`src/hdl/acfr_pkg.sv`:
```
// ----------------------------------------------------------------------------
// acfr_pkg
// Types and constants shared by the addressed command frame receiver.
// ----------------------------------------------------------------------------
package acfr_pkg;

  // frame framing bytes
  localparam logic [7:0] SYNC_BYTE  = 8'hAA;
  localparam logic [7:0] TRAIL_BYTE = 8'h55;

  // command bytes
  localparam logic [7:0] CMD_LEFT  = 8'hF0;
  localparam logic [7:0] CMD_RIGHT = 8'hF1;
  localparam logic [7:0] CMD_STOP  = 8'hF2;
  localparam logic [7:0] CMD_QUERY = 8'hF3;

  // device address after reset
  localparam logic [7:0] ADDR_RESET = 8'd17;

  // motion codes
  localparam logic [1:0] MOTION_STOP    = 2'd0;
  localparam logic [1:0] MOTION_LEFT    = 2'd1;
  localparam logic [1:0] MOTION_RIGHT   = 2'd2;
  localparam logic [1:0] MOTION_INVALID = 2'd3;

  // reply queue
  localparam int unsigned QDEPTH = 2;
  localparam int unsigned QPTR_W = $clog2(QDEPTH);
  localparam int unsigned QCNT_W = $clog2(QDEPTH + 1);

  // reply byte index
  localparam logic [2:0] IDX_LAST_ECHO  = 3'd6;
  localparam logic [2:0] IDX_LAST_QUERY = 3'd7;

  // frame parser position
  typedef enum logic [2:0] {
    ST_SYNC0,
    ST_SYNC1,
    ST_ADDR,
    ST_CMD,
    ST_CHECK,
    ST_TRAIL0,
    ST_TRAIL1
  } front_state_e;

  // one received byte with its side information
  typedef struct packed {
    logic [7:0] rx_byte;
    logic       rx_error;
    logic [7:0] status_byte;
    logic [1:0] current_motion;
  } in_item_t;

  // one reply byte
  typedef struct packed {
    logic [7:0] tx_byte;
    logic       last_byte;
    logic [1:0] new_motion;
    logic       stop_request;
  } out_item_t;

  // everything the back end needs to build one reply
  typedef struct packed {
    logic [7:0] address;
    logic [7:0] command;
    logic [7:0] status;
    logic [1:0] new_motion;
    logic       stop_request;
  } reply_desc_t;

endpackage

```
`src/hdl/acfr_front.sv`:
```
// ----------------------------------------------------------------------------
// acfr_front
// Frame parser: checks incoming bytes and pushes a reply descriptor for
// every complete, valid frame.
// ----------------------------------------------------------------------------
module acfr_front (
  input  logic                 clk_i,
  input  logic                 rst_ni,
  input  logic                 cfg_we_i,
  input  logic [7:0]           cfg_wdata_i,
  input  logic                 take_i,
  input  acfr_pkg::in_item_t   item_i,
  output logic                 push_o,
  output acfr_pkg::reply_desc_t desc_o
);

  acfr_pkg::front_state_e state_q, state_d;
  logic [7:0] dev_addr_q;
  logic [7:0] held_addr_q, held_addr_d;
  logic [7:0] held_cmd_q, held_cmd_d;
  logic [7:0] held_trailer_q, held_trailer_d;
  logic [7:0] rx_b;
  logic [7:0] frame_chk;
  logic [1:0] motion;

  // error bytes count as zero, invalid motion counts as stopped
  assign rx_b      = item_i.rx_error ? 8'h00 : item_i.rx_byte;
  assign motion    = (item_i.current_motion == acfr_pkg::MOTION_INVALID) ?
                     acfr_pkg::MOTION_STOP : item_i.current_motion;
  assign frame_chk = ~(held_addr_q + held_cmd_q);

  // address register
  always_ff @(posedge clk_i or negedge rst_ni) begin
    if (!rst_ni) begin
      dev_addr_q <= acfr_pkg::ADDR_RESET;
    end else if (cfg_we_i) begin
      dev_addr_q <= cfg_wdata_i;
    end
  end

  // parser state and held bytes
  always_ff @(posedge clk_i or negedge rst_ni) begin
    if (!rst_ni) begin
      state_q        <= acfr_pkg::ST_SYNC0;
      held_addr_q    <= '0;
      held_cmd_q     <= '0;
      held_trailer_q <= '0;
    end else begin
      state_q        <= state_d;
      held_addr_q    <= held_addr_d;
      held_cmd_q     <= held_cmd_d;
      held_trailer_q <= held_trailer_d;
    end
  end

  // next state and push
  always_comb begin
    state_d        = state_q;
    held_addr_d    = held_addr_q;
    held_cmd_d     = held_cmd_q;
    held_trailer_d = held_trailer_q;
    push_o         = 1'b0;
    if (take_i) begin
      case (state_q)
        acfr_pkg::ST_SYNC0: begin
          state_d = (rx_b == acfr_pkg::SYNC_BYTE) ? acfr_pkg::ST_SYNC1 : acfr_pkg::ST_SYNC0;
        end
        acfr_pkg::ST_SYNC1: begin
          state_d = (rx_b == acfr_pkg::SYNC_BYTE) ? acfr_pkg::ST_ADDR : acfr_pkg::ST_SYNC0;
        end
        acfr_pkg::ST_ADDR: begin
          held_addr_d = rx_b;
          state_d = (rx_b == dev_addr_q) ? acfr_pkg::ST_CMD : acfr_pkg::ST_SYNC0;
        end
        acfr_pkg::ST_CMD: begin
          held_cmd_d = rx_b;
          state_d = (rx_b inside {[acfr_pkg::CMD_LEFT:acfr_pkg::CMD_QUERY]}) ?
                    acfr_pkg::ST_CHECK : acfr_pkg::ST_SYNC0;
        end
        acfr_pkg::ST_CHECK: begin
          state_d = (rx_b == frame_chk) ? acfr_pkg::ST_TRAIL0 : acfr_pkg::ST_SYNC0;
        end
        acfr_pkg::ST_TRAIL0: begin
          held_trailer_d = rx_b;
          state_d = acfr_pkg::ST_TRAIL1;
        end
        acfr_pkg::ST_TRAIL1: begin
          state_d = acfr_pkg::ST_SYNC0;
          push_o  = (held_trailer_q == acfr_pkg::TRAIL_BYTE) &&
                    (rx_b == acfr_pkg::TRAIL_BYTE);
        end
        default: begin
          state_d = acfr_pkg::ST_SYNC0;
        end
      endcase
    end
  end

  // reply descriptor, sampled with the last frame byte
  always_comb begin
    desc_o.address      = held_addr_q;
    desc_o.command      = held_cmd_q;
    desc_o.status       = item_i.status_byte;
    desc_o.new_motion   = motion;
    desc_o.stop_request = 1'b0;
    case (held_cmd_q)
      acfr_pkg::CMD_LEFT: begin
        desc_o.new_motion   = acfr_pkg::MOTION_LEFT;
        desc_o.stop_request = (motion != acfr_pkg::MOTION_LEFT);
      end
      acfr_pkg::CMD_RIGHT: begin
        desc_o.new_motion   = acfr_pkg::MOTION_RIGHT;
        desc_o.stop_request = (motion != acfr_pkg::MOTION_RIGHT);
      end
      acfr_pkg::CMD_STOP: begin
        desc_o.new_motion = acfr_pkg::MOTION_STOP;
      end
      default: begin
        desc_o.new_motion = motion;
      end
    endcase
  end

endmodule

```
`src/hdl/acfr_queue.sv`:
```
// ----------------------------------------------------------------------------
// acfr_queue
// Short descriptor queue between the frame parser and the reply sender.
// ----------------------------------------------------------------------------
module acfr_queue (
  input  logic                  clk_i,
  input  logic                  rst_ni,
  input  logic                  push_i,
  input  acfr_pkg::reply_desc_t push_desc_i,
  output logic                  full_o,
  input  logic                  pop_i,
  output logic                  head_valid_o,
  output acfr_pkg::reply_desc_t head_desc_o
);

  acfr_pkg::reply_desc_t entry_q [acfr_pkg::QDEPTH];
  logic [acfr_pkg::QPTR_W-1:0] wr_ptr_q, rd_ptr_q;
  logic [acfr_pkg::QCNT_W-1:0] count_q;
  logic do_push, do_pop;

  assign full_o       = (count_q == acfr_pkg::QCNT_W'(acfr_pkg::QDEPTH));
  assign head_valid_o = (count_q != '0);
  assign head_desc_o  = entry_q[rd_ptr_q];
  assign do_push      = push_i && !full_o;
  assign do_pop       = pop_i && head_valid_o;

  // entry storage
  always_ff @(posedge clk_i) begin
    if (do_push) begin
      entry_q[wr_ptr_q] <= push_desc_i;
    end
  end

  // pointers and fill count
  always_ff @(posedge clk_i or negedge rst_ni) begin
    if (!rst_ni) begin
      wr_ptr_q <= '0;
      rd_ptr_q <= '0;
      count_q  <= '0;
    end else begin
      if (do_push) begin
        wr_ptr_q <= (wr_ptr_q == acfr_pkg::QPTR_W'(acfr_pkg::QDEPTH - 1)) ? '0 : wr_ptr_q + 1'b1;
      end
      if (do_pop) begin
        rd_ptr_q <= (rd_ptr_q == acfr_pkg::QPTR_W'(acfr_pkg::QDEPTH - 1)) ? '0 : rd_ptr_q + 1'b1;
      end
      if (do_push && !do_pop) begin
        count_q <= count_q + 1'b1;
      end else if (do_pop && !do_push) begin
        count_q <= count_q - 1'b1;
      end
    end
  end

endmodule

```
`src/hdl/acfr_back.sv`:
```
// ----------------------------------------------------------------------------
// acfr_back
// Reply sender: walks the head descriptor byte by byte into a registered
// output stage.
// ----------------------------------------------------------------------------
module acfr_back (
  input  logic                  clk_i,
  input  logic                  rst_ni,
  input  logic                  head_valid_i,
  input  acfr_pkg::reply_desc_t head_desc_i,
  output logic                  pop_o,
  output logic                  out_valid_o,
  input  logic                  out_stall_i,
  output acfr_pkg::out_item_t   out_data_o
);

  logic [2:0] idx_q;
  logic       out_valid_q;
  acfr_pkg::out_item_t out_q, out_d;
  logic       load;
  logic       is_query;
  logic       is_last;
  logic [7:0] chk_echo;
  logic [7:0] chk_query;

  assign is_query  = (head_desc_i.command == acfr_pkg::CMD_QUERY);
  assign is_last   = (idx_q == (is_query ? acfr_pkg::IDX_LAST_QUERY : acfr_pkg::IDX_LAST_ECHO));
  assign chk_echo  = ~(head_desc_i.address + head_desc_i.command);
  assign chk_query = ~(head_desc_i.address + head_desc_i.command + head_desc_i.status);
  assign load      = head_valid_i && (!out_valid_q || !out_stall_i);
  assign pop_o     = load && is_last;

  // reply byte select
  always_comb begin
    out_d.last_byte    = is_last;
    out_d.new_motion   = head_desc_i.new_motion;
    out_d.stop_request = head_desc_i.stop_request;
    case (idx_q)
      3'd0, 3'd1: out_d.tx_byte = acfr_pkg::SYNC_BYTE;
      3'd2:       out_d.tx_byte = head_desc_i.address;
      3'd3:       out_d.tx_byte = head_desc_i.command;
      3'd4:       out_d.tx_byte = is_query ? head_desc_i.status : chk_echo;
      3'd5:       out_d.tx_byte = is_query ? chk_query : acfr_pkg::TRAIL_BYTE;
      default:    out_d.tx_byte = acfr_pkg::TRAIL_BYTE;
    endcase
  end

  // byte index and output stage
  always_ff @(posedge clk_i or negedge rst_ni) begin
    if (!rst_ni) begin
      idx_q       <= '0;
      out_valid_q <= 1'b0;
    end else begin
      if (load) begin
        idx_q       <= is_last ? 3'd0 : idx_q + 3'd1;
        out_valid_q <= 1'b1;
      end else if (!out_stall_i) begin
        out_valid_q <= 1'b0;
      end
    end
  end

  // output payload
  always_ff @(posedge clk_i) begin
    if (load) begin
      out_q <= out_d;
    end
  end

  assign out_valid_o = out_valid_q;
  assign out_data_o  = out_q;

endmodule

```
`src/hdl/addressed_command_frame_receiver.sv`:
```
// Takes one received byte per transfer and returns a full reply frame, one
// byte per output transfer, for every valid seven-byte command frame: seven
// bytes for the motion commands, eight for the status query. A new input
// byte can be taken every cycle; a reply drains at one byte per cycle from
// the sender's output register while out_stall_i is low. A two-entry reply
// queue sits between parser and sender; input is stalled only while that
// queue is full.
// ----------------------------------------------------------------------------
// addressed_command_frame_receiver
// Top level: frame parser, reply queue and reply sender.
// ----------------------------------------------------------------------------
module addressed_command_frame_receiver (
  input  logic                clk_i,
  input  logic                rst_ni,
  input  logic                cfg_we_i,
  input  logic [7:0]          cfg_wdata_i,
  input  logic                in_valid_i,
  output logic                in_stall_o,
  input  acfr_pkg::in_item_t  in_data_i,
  output logic                out_valid_o,
  input  logic                out_stall_i,
  output acfr_pkg::out_item_t out_data_o
);

  logic                  take;
  logic                  push;
  logic                  full;
  logic                  pop;
  logic                  head_valid;
  acfr_pkg::reply_desc_t push_desc;
  acfr_pkg::reply_desc_t head_desc;

  // input transfer
  assign in_stall_o = full;
  assign take       = in_valid_i && !full;

  // frame parser
  acfr_front u_front (
    .clk_i       (clk_i),
    .rst_ni      (rst_ni),
    .cfg_we_i    (cfg_we_i),
    .cfg_wdata_i (cfg_wdata_i),
    .take_i      (take),
    .item_i      (in_data_i),
    .push_o      (push),
    .desc_o      (push_desc)
  );

  // reply queue
  acfr_queue u_queue (
    .clk_i        (clk_i),
    .rst_ni       (rst_ni),
    .push_i       (push),
    .push_desc_i  (push_desc),
    .full_o       (full),
    .pop_i        (pop),
    .head_valid_o (head_valid),
    .head_desc_o  (head_desc)
  );

  // reply sender
  acfr_back u_back (
    .clk_i        (clk_i),
    .rst_ni       (rst_ni),
    .head_valid_i (head_valid),
    .head_desc_i  (head_desc),
    .pop_o        (pop),
    .out_valid_o  (out_valid_o),
    .out_stall_i  (out_stall_i),
    .out_data_o   (out_data_o)
  );

endmodule

```
`config.mk`:
```
export PLATFORM = sky130hd
export DESIGN_NAME = addressed_command_frame_receiver
export DESIGN_NICKNAME = d
export VERILOG_FILES = /design/src/hdl/acfr_pkg.sv /design/src/hdl/acfr_front.sv /design/src/hdl/acfr_queue.sv /design/src/hdl/acfr_back.sv /design/src/hdl/addressed_command_frame_receiver.sv
export SDC_FILE = /design/constraint.sdc
export NUM_CORES = 1
export LEC_CHECK = 0
export BUFFER_PORTS_ARGS = -buffer_cell sky130_fd_sc_hd__buf_4
export CORE_ASPECT_RATIO = 0.7
export CORE_MARGIN = 3
export CORE_UTILIZATION = 55
export CTS_CLUSTER_SIZE = 12
export DETAILED_ROUTE_END_ITERATION = 10
export MAX_ROUTING_LAYER = met4
export PLACE_DENSITY = 0.71
export SLEW_MARGIN = 40
export SYNTH_ARGS = -nofsm -noshare
export SYNTH_HDL_FRONTEND = slang
export SYNTH_SLANG_ARGS = --single-unit
export TNS_END_PERCENT = 100
```
`constraint.sdc`:
```
create_clock -name clk_i -period 5.82 [get_ports clk_i]
set_clock_uncertainty 0.2 [all_clocks]
set_input_delay 0.291 -clock clk_i [delete_from_list [all_inputs] [get_ports clk_i]]
set_output_delay 0.291 -clock clk_i [all_outputs]
set_load 0.02 [all_outputs]
```
==> results of run 1 <==
worst max-delay path: stages (launching register included):
cell and delay, ns:
dfrtp_2 0.72, mux2_2 0.42, ha_1 0.23, fa_1 0.41
a21o_1 0.17, a21oi_1 0.28, or4b_2 0.19, nand4_1 0.12
ha_1 0.41, nor2_1 0.07, a21oi_1 0.12, o21ai_0 0.11
o31a_1 0.25, o221ai_1 0.18
flip-flops by register name (all words and copies together) (netlist names), 2 cells and up:
signal                  cells
u_queue.count_q             2
u_front.held_addr_q         8
u_front.state_q             3
u_front.held_trailer_q      8
u_queue.entry_q            54
u_front.held_cmd_q          8
u_back.out_data_o          12
u_front.dev_addr_q          8
u_back.idx_q                3
synthesized netlist by cell type, types with 3 or more instances:
master and number:
nor2b_1 10, nor2_1 29, mux2_2 30, nor4_1 4, nand4_1 7, clkbuf_1 8, o211ai_1 5, xor2_1 9
a221oi_1 7, o221ai_1 4, ha_1 28, mux2i_1 3, o21ai_0 37, edfxtp_1 66, nand2b_1 14, o21a_1 4
a21oi_1 20, o32ai_1 3, fa_1 3, buf_2 7, dfrtp_1 41, xnor2_1 23, nand3_1 8, nand2_1 47
inv_1 15, a21o_1 8, nor4bb_1 4, a221o_1 4
worst max path at each step:
stage	cells after the start	startpoint	to
finish	13	u_queue.rd_ptr_q	u_back.out_data_o[10]
global route	13	u_queue.rd_ptr_q	u_back.out_data_o[10]
CTS	13	u_queue.rd_ptr_q	u_back.out_data_o[10]
detailed placement	13	u_queue.rd_ptr_q	u_back.out_data_o[10]
global placement	12	u_queue.rd_ptr_q	u_back.out_data_o[11]
floorplan	5	u_queue.count_q[0]	u_queue.entry_q[0][0]
metal layers:
metal / vias up / wire length [µm] / part of all wire / global-route usage
met5: - / 0 / 0 / -
met4: 0 / 103 / 0.0080 / 0.0490
met3: 11 / 863 / 0.067 / 0.0617
met2: 140 / 5600 / 0.43 / 0.320
met1: 1971 / 6350 / 0.49 / 0.354
li1: 1961 / - / - / -
area by class of cell:
class	count	area, µm²
Multi-Input combinational cell	353	2620
Clock inverter	7	42.5
Timing Repair Buffer	67	551
Clock buffer	9	225
Fill cell	741	3270
Tap cell	128	160
Sequential cell	109	3060
Inverter	15	56.3
where the power goes:
| part | total [mW] | internal, mW | switching, mW |
|---|---|---|---|
| logic | 0.181 | 0.0877 | 0.0931 |
| registers | 0.891 | 0.854 | 0.0374 |
| clock network | 0.555 | 0.287 | 0.268 |
logic make-up after synthesis:
family                   after synthesis
flip-flops                           109
AO/OA/AOI/OAI                        117
XOR/XNOR                              33
buffers and inverters                 32
AND/OR/NAND/NOR                      139
multiplexers                          33
adder cells (fa/ha/maj)               31
through the flow:
stage / power (mW) / instances / hold WS (ns) / cell area [µm²] / utilization
after floorplan: 1.01 / 494 / -0.205 / 5800 / -
after global routing: 1.69 / 688 / 0.0501 / 6720 / 0.673
final: 1.63 / 688 / 0.0458 / 6720 / 0.673
after CTS: 1.64 / 688 / 0.0360 / 6710 / 0.672
after detailed placement: 1.07 / 653 / 0.119 / 6250 / 0.626
after global placement: 1.07 / 653 / 0.115 / 6250 / 0.626
repair_timing:
| action | 4_1_cts | 5_1_grt |
|---|---|---|
| hold buffers | 19 | 0 |
| endpoints found under the hold margin | 66 | 0 |
| buffers inserted | 0 | 0 |
| endpoints found under the setup margin | 0 | 0 |
==> metrics.md, run 1 <==
| Metric | Value |
|---|---|
| Worst-margin pin slew | `0.876 ns` |
| Fraction of layout cells with a size suffix above 1 | `0.196` |
| Reg2reg setup slack | `1.74 ns` |
| Largest net degree at the start of global routing | `44` |
| CP arrival | `4.06 ns` |
| Tmin final | `4.08 ns` |
| Post-synth ARST share | `0.394` |
| Syn Nets | `557` |
| Post-Synthesis Cell Area | `5800 µm²` |
| Antenna Cells | `0` |
| Place WS | `1.79 ns` |
| PostCTS Resize Cnt | `0` |
| Full die area | `11800 µm²` |
| Area Overhead vs Synth | `15.7%` |
| Multiplexer share of the synthesized area | `0.0634` |
| Drt initial violations | `338` |
| Register area share after synthesis | `0.527` |
| Worst reg2reg path depth | `13` |
| Detailed-route vias per instance | `5.93` |
| Core region area | `9980 µm²` |
| Distinct cell type count after synthesis | `65` |
| Mean Syn Cell Area | `11.7 µm²` |
| Setup violations, final | `0` |
| Post-synthesis compound-gate area fraction | `0.139` |
| Antenna violations before repair | `0` |
| DR pass1 iterations | `5` |
| Layout Nets | `618` |
| WHS Endpoint | `u_front.dev_addr_q[5]` |
| Warnings from Yosys | `0` |
| Synth Register Bits | `109` |
| Reg clk slew, reported paths | `0.07 ns` |
| First-pass GRT wire length | `20800 µm` |
| Gr usage total | `0.235` |
| Clock sink count | `109` |
| Worst setup margin | `1.74 ns` |
| Clk Latency, worst-skew pair | `0.35 ns` |
| Die height | `92.0 µm` |
| Vias in the first global route | `3833` |
| Gr ovfl total | `0` |
| Post-synth EDFFs | `66` |
| Pwr per Cell Area | `242 nW/µm²` |
| Starting Density | `0.581` |
| Synth top area cells | `edfxtp_1, dfrtp_1, ha_1` |
| Vias | `4083` |
| Clock H-tree levels | `3` |
| Post-route DRC | `0` |
| Commonest non-fill, non-tap cells in the layout | `edfxtp_1, buf_4, nand2_1, dfrtp_1, o21ai_0` |
| Worst R2R Start | `u_queue.rd_ptr_q` |
| Yosys top cell area share | `0.341` |
| Max-cap check violation count | `0` |
| Die Span X | `129 µm` |
| P_leak | `2.68 nW` |
| Largest family of logic cells by synthesized area | `compound AO/OA/AOI/OAI gates` |
| Worst EP required | `5.80 ns` |
| I/O pin count | `46` |
| Xor-xnor portion of the synthesized cell area | `0.0522` |
| Worst Path Max Fanout | `26` |
| GP Congestion | `0.869` |
| Status | `completed` |
| Clock buffer depth | `2` |
| Worst VDD drop | `0.178 mV` |
| Setup CP Type | `reg -> reg` |
| Final WL | `12900 µm` |
| Hold Path Depth | `2` |
| Ys flop type | `edfxtp_1` |
| Crit path launch type | `flip-flop` |
| Tightest Hold Check Type | `in -> reg` |
| Crit end category | `flip-flop` |
| Yosys top cell by area | `edfxtp_1` |
| Post-synthesis simple-gate area fraction | `0.124` |
| Post-DP HPWL | `9330 µm` |
| Site row count | `30` |
| Gate Count Post-Synth | `494` |
| Post-DR wirelength/cell | `18.8 µm` |
| CTS tree | `yes` |
| Num CTS Buffers | `9` |
| Root Driver | `clkbuf_16` |
| IO Port Bufs | `45` |
| Final Hold Vio Count | `0` |
| RSZ-0062 raised after global routing | `no` |
| Antenna Nets Post-Route | `0` |
| R2r endpoint | `u_back.out_data_o[10]` |
| Commonest non-fill, non-tap cell in the layout | `edfxtp_1` |
| Final Max Tran Viols | `0` |
| Setup Total Neg Slack | `0 ns` |
| Adder-cell share of the synthesized area | `0.0707` |
| Fmax | `0.245 GHz` |
| Final worst path period share | `0.700` |
| Hold Path Origin | `cfg_we_i` |
| Rel. slew slack | `0.415` |
Power figures use the tool's default switching activity.
==> run 2, diff against run 1 <==
==> constraint.sdc (replaced) <==
create_clock -name clk_i -period 4 [get_ports clk_i]
set_clock_uncertainty 0.2 [all_clocks]
set_input_delay 0.2 -clock clk_i [delete_from_list [all_inputs] [get_ports clk_i]]
set_output_delay 0.2 -clock clk_i [all_outputs]
set_load 0.02 [all_outputs]
==> run 2 against run 1 <==
Net effect: routed wire length barely moved; utilization up 1.1 points; power increased by 51%; maximum frequency rose by 9.5%; first-iteration DRC count increased by 11%; register-to-register slack got worse by 1.5 ns; sequential power grew 45%; combinational power grew 46%; non-clock buffer count grew 8; worst setup slack got worse by 1.5 ns.
==> metrics.md, run 2 (synthesis gave the netlist of run 1 again) <==
| Metric | Value |
|---|---|
| Status | `completed (unchanged)` |
| Post-route DRC | `0 (unchanged)` |
| Tmin final | `3.72 ns (was 4.08 ns)` |
| Tightest Hold Check Type | `in -> reg (unchanged)` |
| Power, Total | `2.45 mW (was 1.63 mW)` |
| Hold WS | `0.0162 ns (was 0.0458 ns)` |
| Post-DP HPWL | `9450 µm (was 9330 µm)` |
| Net switching fraction of the power | `0.240 (was 0.245)` |
| IO Port Bufs | `45 (unchanged)` |
| Reg clk slew, reported paths | `0.07 ns (about the same)` |
| Root Driver | `clkbuf_16 (unchanged)` |
| Pwr per Cell Area | `359 nW/µm² (was 242 nW/µm²)` |
| Clk pwr share | `0.365 (was 0.341)` |
| Full die area | `11800 µm² (unchanged)` |
| Layout Nets | `626 (was 618)` |
| Fmax | `0.269 GHz (was 0.245 GHz)` |
| Vias in the first global route | `3985 (was 3833)` |
| Final WL | `12900 µm (about the same)` |
| Site row count | `30 (unchanged)` |
| FF/Latch Area | `3060 µm² (unchanged)` |
| Multi-input logic area | `2630 µm² (was 2620 µm²)` |
| Slowest stage cell on the critical path | `dfrtp_2 (unchanged)` |
| Crit end category | `flip-flop (unchanged)` |
| Commonest non-fill, non-tap cell in the layout | `edfxtp_1 (unchanged)` |
| Num CTS Buffers | `9 (unchanged)` |
| Setup Total Neg Slack | `0 ns (unchanged)` |
| Largest net degree at the start of global routing | `44 (unchanged)` |
| Worst setup margin | `0.277 ns (was 1.74 ns)` |
| Die height | `92.0 µm (unchanged)` |
| CP max stage delay | `0.48 ns (was 0.72 ns)` |
| Area Overhead vs Synth | `17.7% (was 15.7%)` |
| Setup CP Type | `reg -> reg (unchanged)` |
| Worst EP required | `3.99 ns (was 5.80 ns)` |
| I/O pin count | `46 (unchanged)` |
| Detailed-route vias per instance | `5.95 (was 5.93)` |
| Antenna Nets Post-Route | `0 (unchanged)` |
| DR pass1 iterations | `5 (unchanged)` |
| P_leak | `2.73 nW (was 2.68 nW)` |
| Gr ovfl total | `0 (unchanged)` |
| CTS tree | `yes (unchanged)` |
| Final Max Tran Viols | `0 (unchanged)` |
| Top cell by count, worst path | `o211ai_1` |
| Final worst path period share | `0.931 (was 0.700)` |
| Setup violations, final | `0 (unchanged)` |
| Post-placement cell count | `656 (was 653)` |
| Post-DR wirelength/cell | `18.6 µm (was 18.8 µm)` |
| First-pass GRT wire length | `21100 µm (was 20800 µm)` |
| RSZ-0062 raised after global routing | `no (unchanged)` |
| CP arrival | `3.72 ns (was 4.06 ns)` |
| Commonest non-fill, non-tap cells in the layout | `edfxtp_1, buf_4, nand2_1, dfrtp_1, o21ai_0 (unchanged)` |
| Crit path launch type | `flip-flop (unchanged)` |
| Worst Path Max Fanout | `9 (was 26)` |
| Antenna violations before repair | `0 (unchanged)` |
| Antenna Cells | `0 (unchanged)` |
| Postcts setup bufs | `0 (unchanged)` |
| Final Hold Vio Count | `0 (unchanged)` |
| Power share of the sequential group | `0.528 (was 0.548)` |
| Clk Latency, worst-skew pair | `0.35 ns (about the same)` |
| GP Congestion | `0.914 (was 0.869)` |
| Rel. slew slack | `0.522 (was 0.415)` |
| Clock sink count | `109 (unchanged)` |
| Internal power | `1.86 mW (was 1.23 mW)` |
| Vias | `4142 (was 4083)` |
| Die Span X | `129 µm (unchanged)` |
| Place WS | `0.235 ns (was 1.79 ns)` |
| Psw | `0.589 mW (was 0.399 mW)` |
| Drt initial violations | `375 (was 338)` |
| Core region area | `9980 µm² (unchanged)` |
| Top reg by flops | `u_queue.entry_q (unchanged)` |
| Starting Density | `0.581 (unchanged)` |
| Gr usage total | `0.236 (was 0.235)` |
| Combinational Power Share | `0.108 (was 0.111)` |
| Max-cap check violation count | `0 (unchanged)` |
| Non-filler cells, final | `696 (was 688)` |
| Worst-margin pin slew | `0.716 ns (was 0.876 ns)` |
| Max reg flops | `54 (unchanged)` |
| Clock H-tree levels | `3 (unchanged)` |
| Clock buffer depth | `2 (unchanged)` |
| Worst VDD drop | `0.315 mV (was 0.178 mV)` |
| Fillers | `751 (was 741)` |
| Fraction of layout cells with a size suffix above 1 | `0.199 (was 0.196)` |
| Worst path cell trace | `mux2_2, ha_1, fa_1, a21o_1, a21oi_1, xnor2_1, ha_1, a21oi_1, o211ai_1, o211ai_1, xnor3_1, o211ai_1 (was mux2_2, ha_1, fa_1, a21o_1, a21oi_1, or4b_2, nand4_1, ha_1, nor2_1, a21oi_1, o21ai_0, o31a_1, o221ai_1)` |
## run 2: final cells by class
cell class	instances	share of cell area
Clock buffer	10	0.0335
Clock inverter	6	0.0104
Inverter	15	0.00824
Multi-Input combinational cell	353	0.385
Sequential cell	109	0.448
Tap cell	128	0.0234
Timing Repair Buffer	75	0.0912
## run 2: what timing repair did
action	CTS	global route
gates resized for setup	0	1
hold endpoints to repair	70	0
hold buffers	24	0
setup endpoints to repair	0	2
## run 2: final timing paths
kind / end / depth (start not counted) / startpoint / slack [ns]
worst max-delay path: u_back.out_data_o[11] / 12 / u_queue.rd_ptr_q / 0.28
worst min-delay path: u_front.dev_addr_q[2] / 2 / cfg_we_i / 0.02
worst max register to register: u_back.out_data_o[11] / 12 / u_queue.rd_ptr_q / 0.28
worst min register to register: u_front.held_trailer_q[4] / 2 / u_front.held_trailer_q[4] / 0.28
max in group asynchronous: u_queue.rd_ptr_q / 2 / rst_ni / 3.00
min in group asynchronous: u_front.dev_addr_q[3] / 2 / rst_ni / 0.18
## run 2: through the flow
step	util	area (µm²)
6_report	0.684	6830
4_1_cts	0.683	6820
2_1_floorplan	-	5810
3_5_place_dp	0.629	6280
5_1_grt	0.684	6830
3_3_place_gp	0.629	6280
## run 2: critical path, delay by kind of cell (launching register included)
family,cells,cell delay [ns]
AO/OA/AOI/OAI,6,1.02
adder cells (fa/ha/maj),3,0.99
XOR/XNOR,2,0.49
flip-flops,1,0.48
multiplexers,1,0.38
## run 2: power groups by stage
stage          combinational [mW]  sequential [mW]  clock (mW)
2_1_floorplan               0.171             1.30           0
3_3_place_gp                0.231             1.31           0
3_5_place_dp                0.241             1.32           0
4_1_cts                     0.262             1.29       0.910
5_1_grt                     0.292             1.30       0.960
6_report                    0.264             1.29       0.895
## run 2: per-layer routing
metal,share of wire,global-route usage,vias to the layer above
li1,-,-,1985
met1,0.51,0.361,2036
met2,0.42,0.321,105
met3,0.058,0.0553,16
met4,0.011,0.0498,0
met5,0,-,-
==> run 3, diff against run 2 <==
--- a/config.mk
+++ b/config.mk
@@ -12,9 +12,10 @@
 export CTS_CLUSTER_SIZE = 12
 export DETAILED_ROUTE_END_ITERATION = 10
 export MAX_ROUTING_LAYER = met4
-export PLACE_DENSITY = 0.71
+export PLACE_DENSITY = 0.84
 export SLEW_MARGIN = 40
 export SYNTH_ARGS = -nofsm -noshare
 export SYNTH_HDL_FRONTEND = slang
+export SYNTH_HIERARCHICAL = 1
 export SYNTH_SLANG_ARGS = --single-unit
 export TNS_END_PERCENT = 100
==> run 3 against run 2 <==
Net effect: combinational power decreased by 27%; flip-flop and latch count unchanged; cell area grew 2.5%; sequential power decreased by 3%; power down 5.9%; synthesized cell count unchanged; register-to-register slack got worse by 0.08 ns; die area rose by 3.3%; count of clock-buffer cells in the layout down 1; critical path type unchanged; critical endpoint is now u_back/out_data_o[10]; largest cell class unchanged.
==> metrics.md, run 3 <==
| Metric | Value |
|---|---|
| Worst Path Max Fanout | `11 (was 9)` |
| Area Overhead vs Synth | `16.5% (was 17.7%)` |
| Crit end category | `flip-flop (unchanged)` |
| Layout Nets | `625 (was 626)` |
| Rel. slew slack | `0.490 (was 0.522)` |
| Clk Latency, worst-skew pair | `0.35 ns (about the same)` |
| Bufs and invs on worst path | `3 (was 0)` |
| Register area share after synthesis | `0.510 (was 0.527)` |
| Crit path launch type | `flip-flop (unchanged)` |
| Die height | `93.4 µm (was 92.0 µm)` |
| Detailed-route vias per instance | `5.70 (was 5.95)` |
| Clock sink count | `109 (unchanged)` |
| Fmax | `0.263 GHz (was 0.269 GHz)` |
| Fraction of layout cells with a size suffix above 1 | `0.224 (was 0.199)` |
| Worst EP required | `3.87 ns (was 3.99 ns)` |
| Gr ovfl total | `0 (unchanged)` |
| IO Port Bufs | `45 (unchanged)` |
| Setup violations, final | `0 (unchanged)` |
| Commonest non-fill, non-tap cell in the layout | `edfxtp_1 (unchanged)` |
| DR pass1 iterations | `5 (unchanged)` |
| Antenna Cells | `0 (unchanged)` |
| Tmin final | `3.80 ns (was 3.72 ns)` |
| Top reg by flops | `u_queue/entry_q (was u_queue.entry_q)` |
| Ys flop type | `edfxtp_1 (unchanged)` |
| Root Driver | `clkbuf_16 (unchanged)` |
| Post-DP HPWL | `8580 µm (was 9450 µm)` |
| Core region area | `10500 µm² (was 9980 µm²)` |
| Synth Register Bits | `109 (unchanged)` |
| Postcts setup bufs | `0 (unchanged)` |
| Slowest stage cell on the critical path | `dfrtp_2 (unchanged)` |
| Full die area | `12200 µm² (was 11800 µm²)` |
| Gr usage total | `0.214 (was 0.236)` |
| Worst path cell trace | `buf_4, buf_6, mux2_4, ha_1, o21ai_0, o21bai_1, a21oi_2, xnor2_1, ha_1, buf_4, nand3_1, o2111ai_1, xor2_1, a21o_1, o311ai_0 (was mux2_2, ha_1, fa_1, a21o_1, a21oi_1, xnor2_1, ha_1, a21oi_1, o211ai_1, o211ai_1, xnor3_1, o211ai_1)` |
| Warnings from Yosys | `6 (was 0)` |
| Worst VDD drop | `0.221 mV (was 0.315 mV)` |
| Starting Density | `0.571 (was 0.581)` |
| Vias in the first global route | `4174 (was 3985)` |
| Antenna Nets Post-Route | `0 (unchanged)` |
| Reg clk slew, reported paths | `0.07 ns (about the same)` |
| Place WS | `0.122 ns (was 0.235 ns)` |
| Commonest non-fill, non-tap cells in the layout | `edfxtp_1, buf_4, nand2_1, dfrtp_1, o21ai_0 (unchanged)` |
| Max reg flops | `54 (unchanged)` |
| Final Max Tran Viols | `0 (unchanged)` |
| Worst setup margin | `0.200 ns (was 0.277 ns)` |
| First-pass GRT wire length | `20200 µm (was 21100 µm)` |
| Post-DR wirelength/cell | `16.6 µm (was 18.6 µm)` |
| Site row count | `31 (was 30)` |
| Post-synth EDFFs | `66 (unchanged)` |
| Setup Total Neg Slack | `0 ns (unchanged)` |
| Die Span X | `131 µm (was 129 µm)` |
| Status | `completed (unchanged)` |
| Setup CP Type | `reg -> reg (unchanged)` |
| Num CTS Buffers | `9 (unchanged)` |
| Post-Synthesis Cell Area | `6010 µm² (was 5800 µm²)` |
| Yosys top cell area share | `0.330 (was 0.341)` |
| Top cells by count, synth | `edfxtp_1, nand2_1, dfrtp_1, o21ai_0, ha_1 (was edfxtp_1, nand2_1, dfrtp_1, o21ai_0, mux2_2)` |
| RSZ-0062 raised after global routing | `no (unchanged)` |
| CP max stage delay | `0.45 ns (was 0.48 ns)` |
| Pwr per Cell Area | `330 nW/µm² (was 359 nW/µm²)` |
| Tightest Hold Check Type | `in -> reg (unchanged)` |
| Drt initial violations | `306 (was 375)` |
| CP arrival | `3.66 ns (was 3.72 ns)` |
| Antenna violations before repair | `0 (unchanged)` |
| CP top delay family | `compound AO/OA/AOI/OAI gates (unchanged)` |
| Clock H-tree levels | `3 (unchanged)` |
| Post-route DRC | `0 (unchanged)` |
| Largest net degree at the start of global routing | `44 (unchanged)` |
| Syn Nets | `557 (unchanged)` |
| Yosys top cell by area | `edfxtp_1 (unchanged)` |
| GP Congestion | `0.928 (was 0.914)` |
| Post-synth ARST share | `0.394 (unchanged)` |
| Synth top area cells | `edfxtp_1, dfrtp_1, ha_1 (unchanged)` |
| Worst-margin pin slew | `0.763 ns (was 0.716 ns)` |
| Count leader, synth | `edfxtp_1 (unchanged)` |
| CTS tree | `yes (unchanged)` |
| I/O pin count | `46 (unchanged)` |
| Clock buffer depth | `2 (unchanged)` |
| Final Hold Vio Count | `0 (unchanged)` |
| Max-cap check violation count | `0 (unchanged)` |
| Mean Syn Cell Area | `12.2 µm² (was 11.7 µm²)` |
| P_leak | `2.82 nW (was 2.73 nW)` |
| Vias | `4077 (was 4142)` |
| Gate Count Post-Synth | `494 (unchanged)` |
| Distinct cell type count after synthesis | `71 (was 65)` |
| Final WL | `11900 µm (was 12900 µm)` |
| Final worst path period share | `0.950 (was 0.931)` |
[run 3: cell count changes after synthesis, sizes merged, moves of 3 or more]
cell and delta:
nand4 -3, buf +7, a31oi +3, or3 +3, nor2b -5, nand2b -4, or2b +3, mux2 +5
nor2 -4, a211o +3
[run 3: power breakdown]
group	leakage (nW)	internal, mW	total, mW	switching [mW]
Clock	0.146	0.442	0.868	0.425
Sequential	1.15	1.22	1.25	0.0278
Combinational	1.53	0.103	0.193	0.0896
Total	2.82	1.76	2.31	0.543
[run 3: tightest hold or removal path, delay by kind of cell]
family                 cells  cell delay [ns]
AOI/OAI and AO/OA          1             0.07
and+or+nand+nor            1             0.09
buffers and inverters      1             0.15
[run 3: cell families after synthesis]
logic type | after synthesis | synth area share
AND/OR/NAND/NOR | 132 | 0.120
XOR/XNOR | 35 | 0.0558
multiplexers | 36 | 0.0792
AO/OA/AOI/OAI | 115 | 0.129
flip-flops | 109 | 0.510
adder cells (fa/ha/maj) | 31 | 0.0683
buffers and inverters | 36 | 0.0375
[run 3: metal layers]
layer,GRT usage,vias to the layer above,share of wire
met5,-,-,0
met4,0.0702,0,0.018
met3,0.0417,21,0.051
met1,0.273,1941,0.45
li1,-,1973,-
met2,0.347,142,0.48
[run 3: final timing paths]
check                                          startpoint                         to  slack, ns  depth (start not counted)
worst max-delay path                     u_queue/rd_ptr_q      u_back/out_data_o[10]       0.20                         15
worst min-delay path                        in_data_i[18]      u_front/held_cmd_q[7]       0.01                          3
worst max register to register           u_queue/rd_ptr_q      u_back/out_data_o[10]       0.20                         15
worst min register to register  u_front/held_trailer_q[0]  u_front/held_trailer_q[0]       0.29                          2
max in group asynchronous                          rst_ni           u_queue/rd_ptr_q       2.99                          2
min in group asynchronous                          rst_ni      u_front/held_cmd_q[6]       0.18                          2
[run 3: layout make-up]
cell class	count	area [µm²]
Sequential cell	109	3060
Fill cell	745	3510
Timing Repair Buffer	80	669
Clock inverter	7	71.3
Multi-Input combinational cell	349	2740
Tap cell	148	185
Inverter	13	48.8
Clock buffer	9	225
[run 3: per-stage QoR]
stage          utilization  total power [mW]  hold slack, ns  cell area, µm²  cells
2_1_floorplan            -              1.38          -0.296            6010    494
3_3_place_gp         0.611              1.43          0.0268            6420    673
3_5_place_dp         0.611              1.44          0.0368            6420    673
4_1_cts              0.664              2.33          0.0128            6980    715
5_1_grt              0.666              2.40          0.0326            7000    715
6_report             0.666              2.31          0.0107            7000    715
[run 3: timing repair]
action / 4_1_cts / 5_1_grt
resized for setup: 0 / 4
setup endpoints to repair: 0 / 2
hold buffers: 26 / 0
endpoints found under the hold margin: 66 / 0
